===== src/sv/mmrc_ram.sv =====
module mmrc_ram #(
  parameter int W  = 128,
  parameter int D  = 32,
  parameter int AW = 5
) (
  input  logic          clk,
  input  logic          we,
  input  logic [AW-1:0] waddr,
  input  logic [W-1:0]  wdata,
  input  logic [AW-1:0] raddr,
  output logic [W-1:0]  rdata
);

  logic [W-1:0] mem [D];

  always_ff @(posedge clk) begin
    if (we) mem[waddr] <= wdata;
    rdata <= mem[raddr];
  end

endmodule


===== config.mk =====
export PLATFORM = sky130hd
export DESIGN_NAME = mmrc_ram
export DESIGN_NICKNAME = d
export VERILOG_FILES = /design/src/sv/mmrc_ram.sv
export SDC_FILE = /design/constraint.sdc
export NUM_CORES = 2
export LEC_CHECK = 0
export BUFFER_PORTS_ARGS = -buffer_cell sky130_fd_sc_hd__buf_4
export CAP_MARGIN = 20
export CELL_PAD_IN_SITES_DETAIL_PLACEMENT = 1
export CELL_PAD_IN_SITES_GLOBAL_PLACEMENT = 2
export CORE_MARGIN = 5
export CORE_UTILIZATION = 46
export CTS_CLUSTER_SIZE = 28
export DETAILED_ROUTE_END_ITERATION = 7
export GPL_ROUTABILITY_DRIVEN = 0
export PLACE_DENSITY = 0.78
export SYNTH_ARGS = -nofsm -noshare
export SYNTH_HDL_FRONTEND = slang
export SYNTH_SLANG_ARGS = --single-unit

===== constraint.sdc =====
create_clock -name clk -period 7.65 [get_ports clk]
set_input_delay 1.53 -clock clk [delete_from_list [all_inputs] [get_ports clk]]
set_output_delay 1.53 -clock clk [all_outputs]
set_load 0.01 [all_outputs]

==> out/results.ini <==
[cells_and_area]
syn_to_final_growth_pct=13.9
fin_area_um2=177000
drive_gt1_frac=0.281
final_net_count=7070
final_core_util=0.525

[critical_path]
crit-reg2reg-launch=mem[15][77]
endpoint_kind=register
cp.required_ps=8160
reg2reg_setup_slack_ps=5970
reg2regPathDepth=3
crit_slowest_cell=nor2_4
crit_cells=4
cp-start-kind=input port
crit_path_max_fanout=39
critical_path.most_common_cell=buf_4
crit_type=input port to register
crit_chain=buf_4 -> nand3b_1 -> nor2_4 -> buf_4
slowest_delay_ps=1060
crit_arrival_ps=4270
crit_family=simple AND/OR/NAND/NOR gates
r2r_end=rdata[77]
crit_path_start=waddr[0]
path_buf_inv=2
critPathCapture=mem[6][41]

[timing]
fmax_mhz=266
rsz0062_at_grt=false
clock_skew_ps=33.4
setup_viol=0
setup_ws_ps=3890
hold_viol=0
fin_crit_ps=3760
worst-slew-pin-transition_ps=1520
finalCritPeriodShare=0.492
slew_headroom=-0.0116
final_max_slew_viol_count=19

[placement]
dpl_cell_area_um2=163000
portBuffers=267
preCtsSetupSlack_ps=3010
dpl.hpwl_mm=210

[cts]
cts.sinks=4224
root_buffer=clkbuf_16
cts.htree.levels=5
ctsResizeCount=0
path_clk_slew_ps=60
postCtsSetupBuffers=0
clockBufferDepth=4
hold_buffers=0
cts_tree=built
clkLatencyLatePin_ps=920
cts_buffers=411

[detailed_routing]
wl_per_cell_um=35.2
top_layer=met5
wl_met2_mm=205
drc=0
first_pass_iters=6
drt-met1-wl_mm=159
antenna_left=0
drt_iter0_drc=9104
vias=73900
viasPerCell=6.25
totalWireLength_mm=415
met3_length_mm=35.3

[synth]
synth_cells=6440
synth_top_area_share=0.792
synth_ff_type=edfxtp_1
yosysWarnings=0
synth_most_common_cell=edfxtp_1
synth_edf_count=4096
syn_nets=6580
synth_area_um2=155000
ys_types=28
yosysTopAreaCell=edfxtp_1
ys_ff_latch=4224
synthTopCellsByArea=edfxtp_1, mux4_2, o22ai_1
syn_avg_cell_area_um2=24.1
synth_common_cells=edfxtp_1, mux4_2, o22ai_1, mux2i_1, dfxtp_1
ys_seq_area_frac=0.809
async_reset_ff_frac=0

[pwr]
ir_worst_vdd_mv=0.228
power_switching_mw=10.1
power_frac_seq=0.536
clock_power_share=0.420
pwr-share-comb=0.044
power_density_nw_per_um2=274
power_mw=48.4
p_leak_nw=55.0
swShare=0.208
p_int_mw=38.3

[die]
num_rows=213
ios=268
die_w_um=591
core-area_um2=336000
start_util=0.462
die-area_um2=349000
die_y_um=591

[global_routing]
grt-ovfl-total=0
grt_usage=0.237
grt_pass1_vias=77800
grt_max_degree=149
grt_pass1_wl_mm=591
grt_antenna_before_repair=37

[outcome]
violations=slew limit
status=finished with violations

[worst_hold_path]
hp-class=register to register
min_from=mem[26][123]

[job]
maxCapViolCount=0

## through the flow
| stage | hold slack (ps) | std cells | setup TNS (ps) |
|---|---|---|---|
| after global placement | 689 | 11000 | 0 |
| final | 702 | 11800 | 0 |
| after CTS | 710 | 11800 | 0 |
| after detailed placement | 698 | 11000 | 0 |
| after global routing | 727 | 11800 | 0 |
| after floorplan | 647 | 6440 | -1073250 |
## cells by family after synthesis
logic type	Yosys count	share of synthesized area
AOI/OAI and AO/OA	546	0.0228
buffers and inverters	352	0.0126
DFF	4224	0.809
muxes	1092	0.147
and+or+nand+nor	226	0.00832
## how the worst min path moves through the flow
stage | to | slack [ps] | depth (start not counted)
6_report | rdata[123] | 700 | 3
3_5_place_dp | rdata[59] | 700 | 3
3_3_place_gp | rdata[59] | 690 | 3
4_1_cts | rdata[59] | 710 | 3
5_1_grt | rdata[59] | 730 | 3
2_1_floorplan | rdata[104] | 650 | 3
## tightest hold or removal path: stages (launching register included)
cell      delay, ps
edfxtp_1        320
mux4_2          220
a22oi_1          60
nand4_1          90
## registers in the layout, indices dropped and copies added (netlist names)
signal  count
mem      4096
rdata     128
## cell type report
type                            instances  area (µm²)
Fill cell                           28800      160000
Sequential cell                      4224      126000
Multi-Input combinational cell       1864       28100
Clock buffer                          543       11300
Tap cell                             4515        5650
Timing Repair Buffer                  429        3950
Clock inverter                        219        2170
Antenna cell                           21        52.6
## routing by layer
layer	vias up	global-route usage
li1	29000	-
met4	18	0.0964
met2	3944	0.382
met5	-	0
met1	40200	0.321
met3	747	0.0465
## power by group through the flow
| stage | registers (mW) | logic [mW] | clock network, mW |
|---|---|---|---|
| final | 25.9 | 2.14 | 20.3 |
| after global routing | 25.9 | 2.26 | 21.7 |
| after CTS | 25.9 | 2.16 | 20.6 |
| after detailed placement | 26.4 | 2.15 | 0 |
| after global placement | 26.4 | 2.08 | 0 |
| after floorplan | 26.4 | 1.12 | 0 |
## placed cells by master (no fill, tap or decap), types with 3 or more instances in the layout
master,netlist,routed
nand4_1,17,17
nand3_1,37,36
clkinv_2,0,85
nor4_1,111,109
dfxtp_1,128,128
clkbuf_1,108,89
a22oi_1,102,102
o22ai_1,444,444
buf_12,0,52
bufinv_16,0,40
clkbuf_8,0,35
diode_2,0,21
clkinv_1,0,62
mux2i_1,136,136
nand3b_1,6,6
clkinvlp_4,0,13
edfxtp_1,4096,4096
nor2_4,0,33
buf_16,0,3
or3b_2,4,3
buf_4,67,372
inv_6,0,9
clkinv_4,0,6
clkbuf_16,0,419
mux4_2,956,956
Note: power is estimated with default switching activity, not from simulation.
