## src/sv/mmrc_pkg.sv

```systemverilog
package mmrc_pkg;

  localparam int TABLE_ENTRIES_DEF = 32;

  localparam logic [63:0] RES_A_BASE_RST = 64'h0;
  localparam logic [63:0] RES_A_LEN_RST  = 64'h500;
  localparam logic [63:0] RES_B_BASE_RST = 64'h80000;
  localparam logic [63:0] RES_B_LEN_RST  = 64'h80000;

  localparam logic [1:0] REG_A_BASE = 2'd0;
  localparam logic [1:0] REG_A_LEN  = 2'd1;
  localparam logic [1:0] REG_B_BASE = 2'd2;
  localparam logic [1:0] REG_B_LEN  = 2'd3;

  localparam logic CMD_ADD = 1'b0;
  localparam logic CMD_FIN = 1'b1;

  localparam logic [7:0] TYPE_RAM = 8'd1;

  typedef struct packed {
    logic        cmd;
    logic [63:0] region_base;
    logic [63:0] region_length;
    logic [7:0]  region_type;
    logic [31:0] region_attr;
  } in_t;

  typedef struct packed {
    logic [63:0] piece_base;
    logic [63:0] piece_length;
    logic [7:0]  piece_type;
    logic [31:0] piece_attr;
    logic        is_summary;
    logic [5:0]  map_count;
    logic [5:0]  unusable_count;
    logic        dropped;
  } out_t;

  typedef struct packed {
    logic [63:0] base;
    logic [63:0] len;
    logic [7:0]  rtype;
    logic [31:0] attr;
  } ent_t;

  typedef struct packed {
    logic [63:0] lo;
    logic [63:0] hi;
  } span_t;

  typedef struct packed {
    logic        empty;
    logic        split;
    logic [63:0] s;
    logic [63:0] e;
    logic [63:0] hs;
  } clip_res_t;

  typedef enum logic [3:0] {
    ST_IDLE, ST_SC_ADDR, ST_SC_END, ST_SC_CLIP, ST_STORE, ST_POP,
    ST_FIN_RD, ST_FIN_WR, ST_RE_RD, ST_RE_LD, ST_SUMMARY
  } state_t;

  // last byte of a range, saturating at the top of the address space
  function automatic logic [63:0] last_byte(input logic [63:0] b, input logic [63:0] l);
    logic [63:0] e;
    e = b + (l - 64'd1);
    return (e < b) ? '1 : e;
  endfunction

endpackage

```

## src/sv/mmrc_clip.sv

```systemverilog
module mmrc_clip (
  input  logic [63:0]        s,
  input  logic [63:0]        e,
  input  logic [63:0]        rs,
  input  logic [63:0]        re,
  output mmrc_pkg::clip_res_t res
);

  always_comb begin
    logic [63:0] ns;
    logic [63:0] ne;
    ns = s;
    ne = e;
    res = '0;
    // trim the low end
    if (re >= ns && rs <= ns) begin
      if (re == '1) res.empty = 1'b1;
      else ns = re + 64'd1;
    end
    if (ns > ne) res.empty = 1'b1;
    // trim the high end
    if (rs <= ne && re >= ne) begin
      if (rs == '0) res.empty = 1'b1;
      else ne = rs - 64'd1;
    end
    if (ns > ne) res.empty = 1'b1;
    // range strictly inside: keep the low part, hand back the high one
    if (!res.empty && rs > ns && re < ne) begin
      res.split = 1'b1;
      res.hs    = re + 64'd1;
      ne        = rs - 64'd1;
    end
    res.s = ns;
    res.e = ne;
  end

endmodule

```

## config.mk

```make
export PLATFORM = sky130hd
export DESIGN_NAME = mmrc_clip
export DESIGN_NICKNAME = d
export VERILOG_FILES = /design/src/sv/mmrc_pkg.sv /design/src/sv/mmrc_clip.sv
export SDC_FILE = /design/constraint.sdc
export NUM_CORES = 1
export LEC_CHECK = 0
export ABC_AREA = 1
export BUFFER_PORTS_ARGS = -buffer_cell sky130_fd_sc_hd__buf_2
export CAP_MARGIN = 20
export CORE_MARGIN = 2
export CORE_UTILIZATION = 30
export DETAILED_ROUTE_END_ITERATION = 8
export GPL_TIMING_DRIVEN = 1
export SLEW_MARGIN = 25
export SYNTH_ARGS = -nofsm -noshare
export SYNTH_HDL_FRONTEND = slang
export SYNTH_SLANG_ARGS = --single-unit
```

## constraint.sdc

```tcl
create_clock -name vclk -period 9.6
set_input_delay 0.96 -clock vclk [all_inputs]
set_output_delay 0.96 -clock vclk [all_outputs]
set_load 0.01 [all_outputs]
```

==> flow_summary.ini, run 1 <==
[power_and_ir_drop]
power.static_leakage_nw = 12.14
comb_power_share_pct = 100.0
internal-power_uw = 519.2
power.clock.fraction_pct = 0
max-vdd-ir-drop_v = 0.00002923
power_switching_share_pct = 64.42
power-per-cell-area_nw_per_um2 = 68.23
netSwitchingPower_uw = 940.3
power_frac_seq_pct = 0
report.power.total_mw = 1.459

[drt]
drc = 0
dr.first_iter.drc_count = 1453
totalWireLength_um = 84810
detailedRoute.firstPassIterationCount = 5
via_density_per_instance = 5.174
routed-via-count = 21620
ant_nets = 0
detail_route.wl_per_cell_um = 20.30

[synthesis]
synthMostInstantiatedCell = nand2_1
synth_top_family_by_area = adder cells
synth_area_leaders = ha_1 (35%), nand2_1 (13%), inv_1 (10%)
complex_gate_fraction_of_the_synthesized_area_pct = 13.87
synth_top_area_share_pct = 35.22
synthDominantAreaCellType = ha_1
synth-xor-area-share_pct = 5.430
synth_cell_type_count = 54
post_synth_most_frequent_cells = nand2_1 (639), ha_1 (513), inv_1 (508)
mappedNetlistNets = 3743
synthAdderAreaFrac_pct = 35.22
syn_inst = 2974
ys_seq_area_share_pct = 0
ys_warn_count = 0
netlist_area_sq_um = 18230
synth_area_per_cell_sq_um = 6.129
post_synth_and_or_nand_nor_area_fraction_pct = 31.09
muxShareOfSynthArea_pct = 2.142

[sta]
worst_slew_pin_slew_ns = 0.8806
final-hold-violation-count = 0
final.period_utilization_pct = 91.90
highest_clock_rate_mhz = 113.3
sum_neg_setup_slack_ns = 0
final_slew_viol_count = 0
slew_margin_rel_pct = 39.77
setup_viol = 0
grt_setup_unrepaired = no
holdWs_ns = 2.337
final.min_clock_period_ns = 8.823

[cts]
post_cts_buffers = 0
holdBufCountCts = 0
cts_resized = 0

[finish]
post_layout_nonfiller_instances = 4178
syn2layout_area_growth_pct = 17.35
num-nets-final = 4164
post-route-util_pct = 35.50
clkbuf_count = 0
drive_above_1_share_pct = 15.15
area_taken_by_flip_flops_and_latches_sq_um = 0
numSequentialCells = 0
nFillCells = 6743

[hold_path]
timing.hold.worst.start = re[0]
hp-class = in2out

[grt]
largest_net_degree_at_the_start_of_global_routing = 69
number_of_global_route_vias_before_repair = 20410
initial_antenna_violation_count = 3
total_congestion_overflow = 0
grt_pass1_wl_um = 124000
groute.usage.overall_pct = 25.71

[place]
routabilityCongestion = 0.9784
port-buffer-count = 450
dp.cells = 4175
detailed_place_hpwl_um = 76310

[setup_path]
setup.worst_path.start = re[0]
setup.worst_path.end_class = output port
cpPeakStageDelay_ns = 0.62
worstPathRequired_ns = 8.64
critPathSlowestCell = nor4b_1
worst_ep_arrival_time_ns = 7.86
cp_top_family = simple AND/OR/NAND/NOR gates
critical_path.startpoint_type = input pin
critPathBufInv = 7
category_of_the_most_critical_setup_path = in2out
crit_fanout = 35

[floorplan]
die_h_um = 250.5
fp.dieW_um = 250.5
num_rows = 90
initial_core_utilization_pct = 30.25
area_of_the_placeable_core_sq_um = 60250
top_level_ports = 450
fp.dieArea_sq_um = 62740

[outcome]
outcome = complete, no violations

[run]
max-cap-violations = 0
layer usage:
metal	up-vias	wire (um)	GRT usage, %
met1	9826	37770	34.06
met4	0	2808	7.186
met5	-	0	0
met2	782	39390	44.85
li1	10900	-	-
met3	113	4838	1.569
path summary, 6_finish.rpt:
path / to / slack (ns) / cells past startpoint
max: res[91] / 0.78 / 30
min: res[0] / 2.34 / 3
area by class of cell:
cell class                 count  area [sq um]  area share, %
tap                          782         978.4          4.574
antenna                        3         7.507        0.03510
timing repair buffer         469          2445          11.43
multi-input combinational   2411         16030          74.96
inverter                     513          1926          9.003
placed cells by master, fill, tap and decap left out, drive strengths merged, types with 77 or more instances in the layout:
master / count
nand2: 643
ha: 513
inv: 513
buf: 469
nor2: 281
a21oi: 222
nand3: 152
o21ai: 149
xor2: 77
nor3: 77
through the flow:
| stage | cell area (sq um) | setup WS (ns) |
|---|---|---|
| floorplan | 18230 | 3.300 |
| global placement | 21380 | 0.8726 |
| detailed placement | 21380 | 0.9096 |
| CTS | 21380 | 0.8680 |
| global route | 21390 | 0.2344 |
| finish | 21390 | 0.7773 |
cells by family after synthesis:
family	after synthesis
XOR/XNOR	113
buffers and inverters	563
AO/OA/AOI/OAI	456
AND/OR/NAND/NOR	1290
adder cells (fa/ha/maj)	513
multiplexers	39
tightest hold or removal path, delay by kind of cell:
kind	cells	cell delay (ns)
buffers and inverters	2	0.31
and+or+nand+nor	1	0.11
power groups by stage:
stage	clock network, mW	logic (mW)	registers (mW)
after CTS	0	1.45	0
after global routing	0.0000000418	1.63	0
after floorplan	0	0.907	0
final	0.0000000418	1.46	0
after global placement	0	1.43	0
after detailed placement	0	1.44	0
Note: power is estimated with default switching activity, not from simulation.
==> run 2, diff against run 1 <==
--- a/config.mk
+++ b/config.mk
@@ -7,11 +7,13 @@
 export LEC_CHECK = 0
 export ABC_AREA = 1
 export BUFFER_PORTS_ARGS = -buffer_cell sky130_fd_sc_hd__buf_2
-export CAP_MARGIN = 20
+export CAP_MARGIN = 5
 export CORE_MARGIN = 2
 export CORE_UTILIZATION = 30
 export DETAILED_ROUTE_END_ITERATION = 8
+export GPL_ROUTABILITY_DRIVEN = 0
 export GPL_TIMING_DRIVEN = 1
+export RECOVER_POWER = 50
 export SLEW_MARGIN = 25
 export SYNTH_ARGS = -nofsm -noshare
 export SYNTH_HDL_FRONTEND = slang
==> flow_summary.ini, run 2 (same netlist as run 1, synthesis figures left out) <==
[finish]
num-nets-final = 4166
nFillCells = 6794
post-route-util_pct = 35.44
multi_input_comb_area_sq_um = 16050
syn2layout_area_growth_pct = 17.13
drive_above_1_share_pct = 13.67
numSequentialCells = 0
most-common-layout-cells = nand2_1 (639), ha_1 (513), inv_1 (508), buf_2 (398), nor2_1 (269)
clkbuf_count = 0
commonest_non_fill_non_tap_cell_in_the_layout = nand2_1
area_taken_by_flip_flops_and_latches_sq_um = 0
post_layout_nonfiller_instances = 4180

[setup_path]
critPathSlowestCell = nor3_1
critical_path.startpoint_type = input pin
category_of_the_most_critical_setup_path = in2out
crit_fanout = 42
worstPathRequired_ns = 8.64
setup.worst_path.end_class = output port
cpPeakStageDelay_ns = 0.54
worst_ep_arrival_time_ns = 8.11

[drt]
routed-via-count = 21510
detail_route.wl_per_cell_um = 19.96
dr.first_iter.drc_count = 1526
detailedRoute.firstPassIterationCount = 5
via_density_per_instance = 5.146
drc = 0
ant_nets = 0
totalWireLength_um = 83410

[sta]
worst_slew_pin_slew_ns = 1.125
slew_margin_rel_pct = 24.29
final-hold-violation-count = 0
final.period_utilization_pct = 94.48
grt_setup_unrepaired = no
final_slew_viol_count = 0
setup_viol = 0
final.min_clock_period_ns = 9.070
sum_neg_setup_slack_ns = 0
highest_clock_rate_mhz = 110.3

[hold_path]
hp-class = in2out

[grt]
total_congestion_overflow = 0
initial_antenna_violation_count = 3
number_of_global_route_vias_before_repair = 20260
groute.usage.overall_pct = 25.40
grt_pass1_wl_um = 122900
largest_net_degree_at_the_start_of_global_routing = 69

[power_and_ir_drop]
power-per-cell-area_nw_per_um2 = 67.43
max-vdd-ir-drop_v = 0.00003113
power.static_leakage_nw = 12.02

[floorplan]
die_h_um = 250.5
initial_core_utilization_pct = 30.25
fp.dieW_um = 250.5
num_rows = 90
fp.dieArea_sq_um = 62740
top_level_ports = 450
area_of_the_placeable_core_sq_um = 60250

[cts]
holdBufCountCts = 0
post_cts_buffers = 0

[outcome]
outcome = complete, no violations

[place]
port-buffer-count = 450
dp.cells = 4177
detailed_place_hpwl_um = 74950

[run]
max-cap-violations = 0
==> run 2: cell types whose count changed in the layout (fill, tap and decap cells not counted) <==
cell	change
o21ai_1	-3
nand2_4	-1
buf_4	+1
nor4b_1	-2
clkbuf_1	+53
o21ai_0	+3
buf_2	-52
nand2_1	+1
nor4b_2	+1
nor4b_4	+1
==> run 2: what timing repair did <==
item	CTS	global route
gates resized for setup	0	2
endpoints found under the setup margin	0	38
hold endpoints to repair	0	0
==> run 2: layout make-up <==
type               count  share of cell area [%]
diodes                 3                 0.03516
inverters            513                   9.020
repair buffers       471                   11.20
multi-input cells   2411                   75.16
well taps            782                   4.583
==> run 2: where the power goes <==
| part | switching (mW) | total (mW) | internal [mW] |
|---|---|---|---|
| clock | 0 | 0.0000000418 | 0.0000000418 |
| combinational | 0.928 | 1.44 | 0.511 |
| sequential | 0 | 0 | 0 |
| total | 0.928 | 1.44 | 0.511 |
==> run 2: critical path, delay by kind of cell <==
family,cells,cell delay [ns]
adders and majority gates,2,0.62
buffers and inverters,8,1.58
and+or+nand+nor,21,4.55
AOI/OAI and AO/OA,1,0.33
==> run 2: routing by layer <==
metal / vias up / GRT usage [%] / share of wire [%]
met5: - / 0 / 0
met4: 0 / 5.150 / 2.4
met3: 91 / 1.070 / 6.1
met2: 816 / 45.04 / 47
met1: 9720 / 34.05 / 44
li1: 10890 / - / -
==> run 2: path summary, 6_finish.rpt <==
| check | start | endpoint | slack, ns | depth (start not counted) |
|---|---|---|---|---|
| worst max-delay path | re[0] | res[95] | 0.53 | 32 |
| worst min-delay path | re[0] | res[0] | 2.34 | 3 |
==> run 2: per-stage QoR <==
stage          hold slack (ns)  setup slack (ns)  area, sq um  power, mW
3_3_place_gp             2.344           0.02931        21390      1.415
2_1_floorplan            1.968             3.300        18230     0.9069
3_5_place_dp             2.341            0.3305        21400      1.429
6_report                 2.335            0.5302        21350      1.440
4_1_cts                  2.343            0.3059        21400      1.436
5_1_grt                  2.363           0.01287        21350      1.626
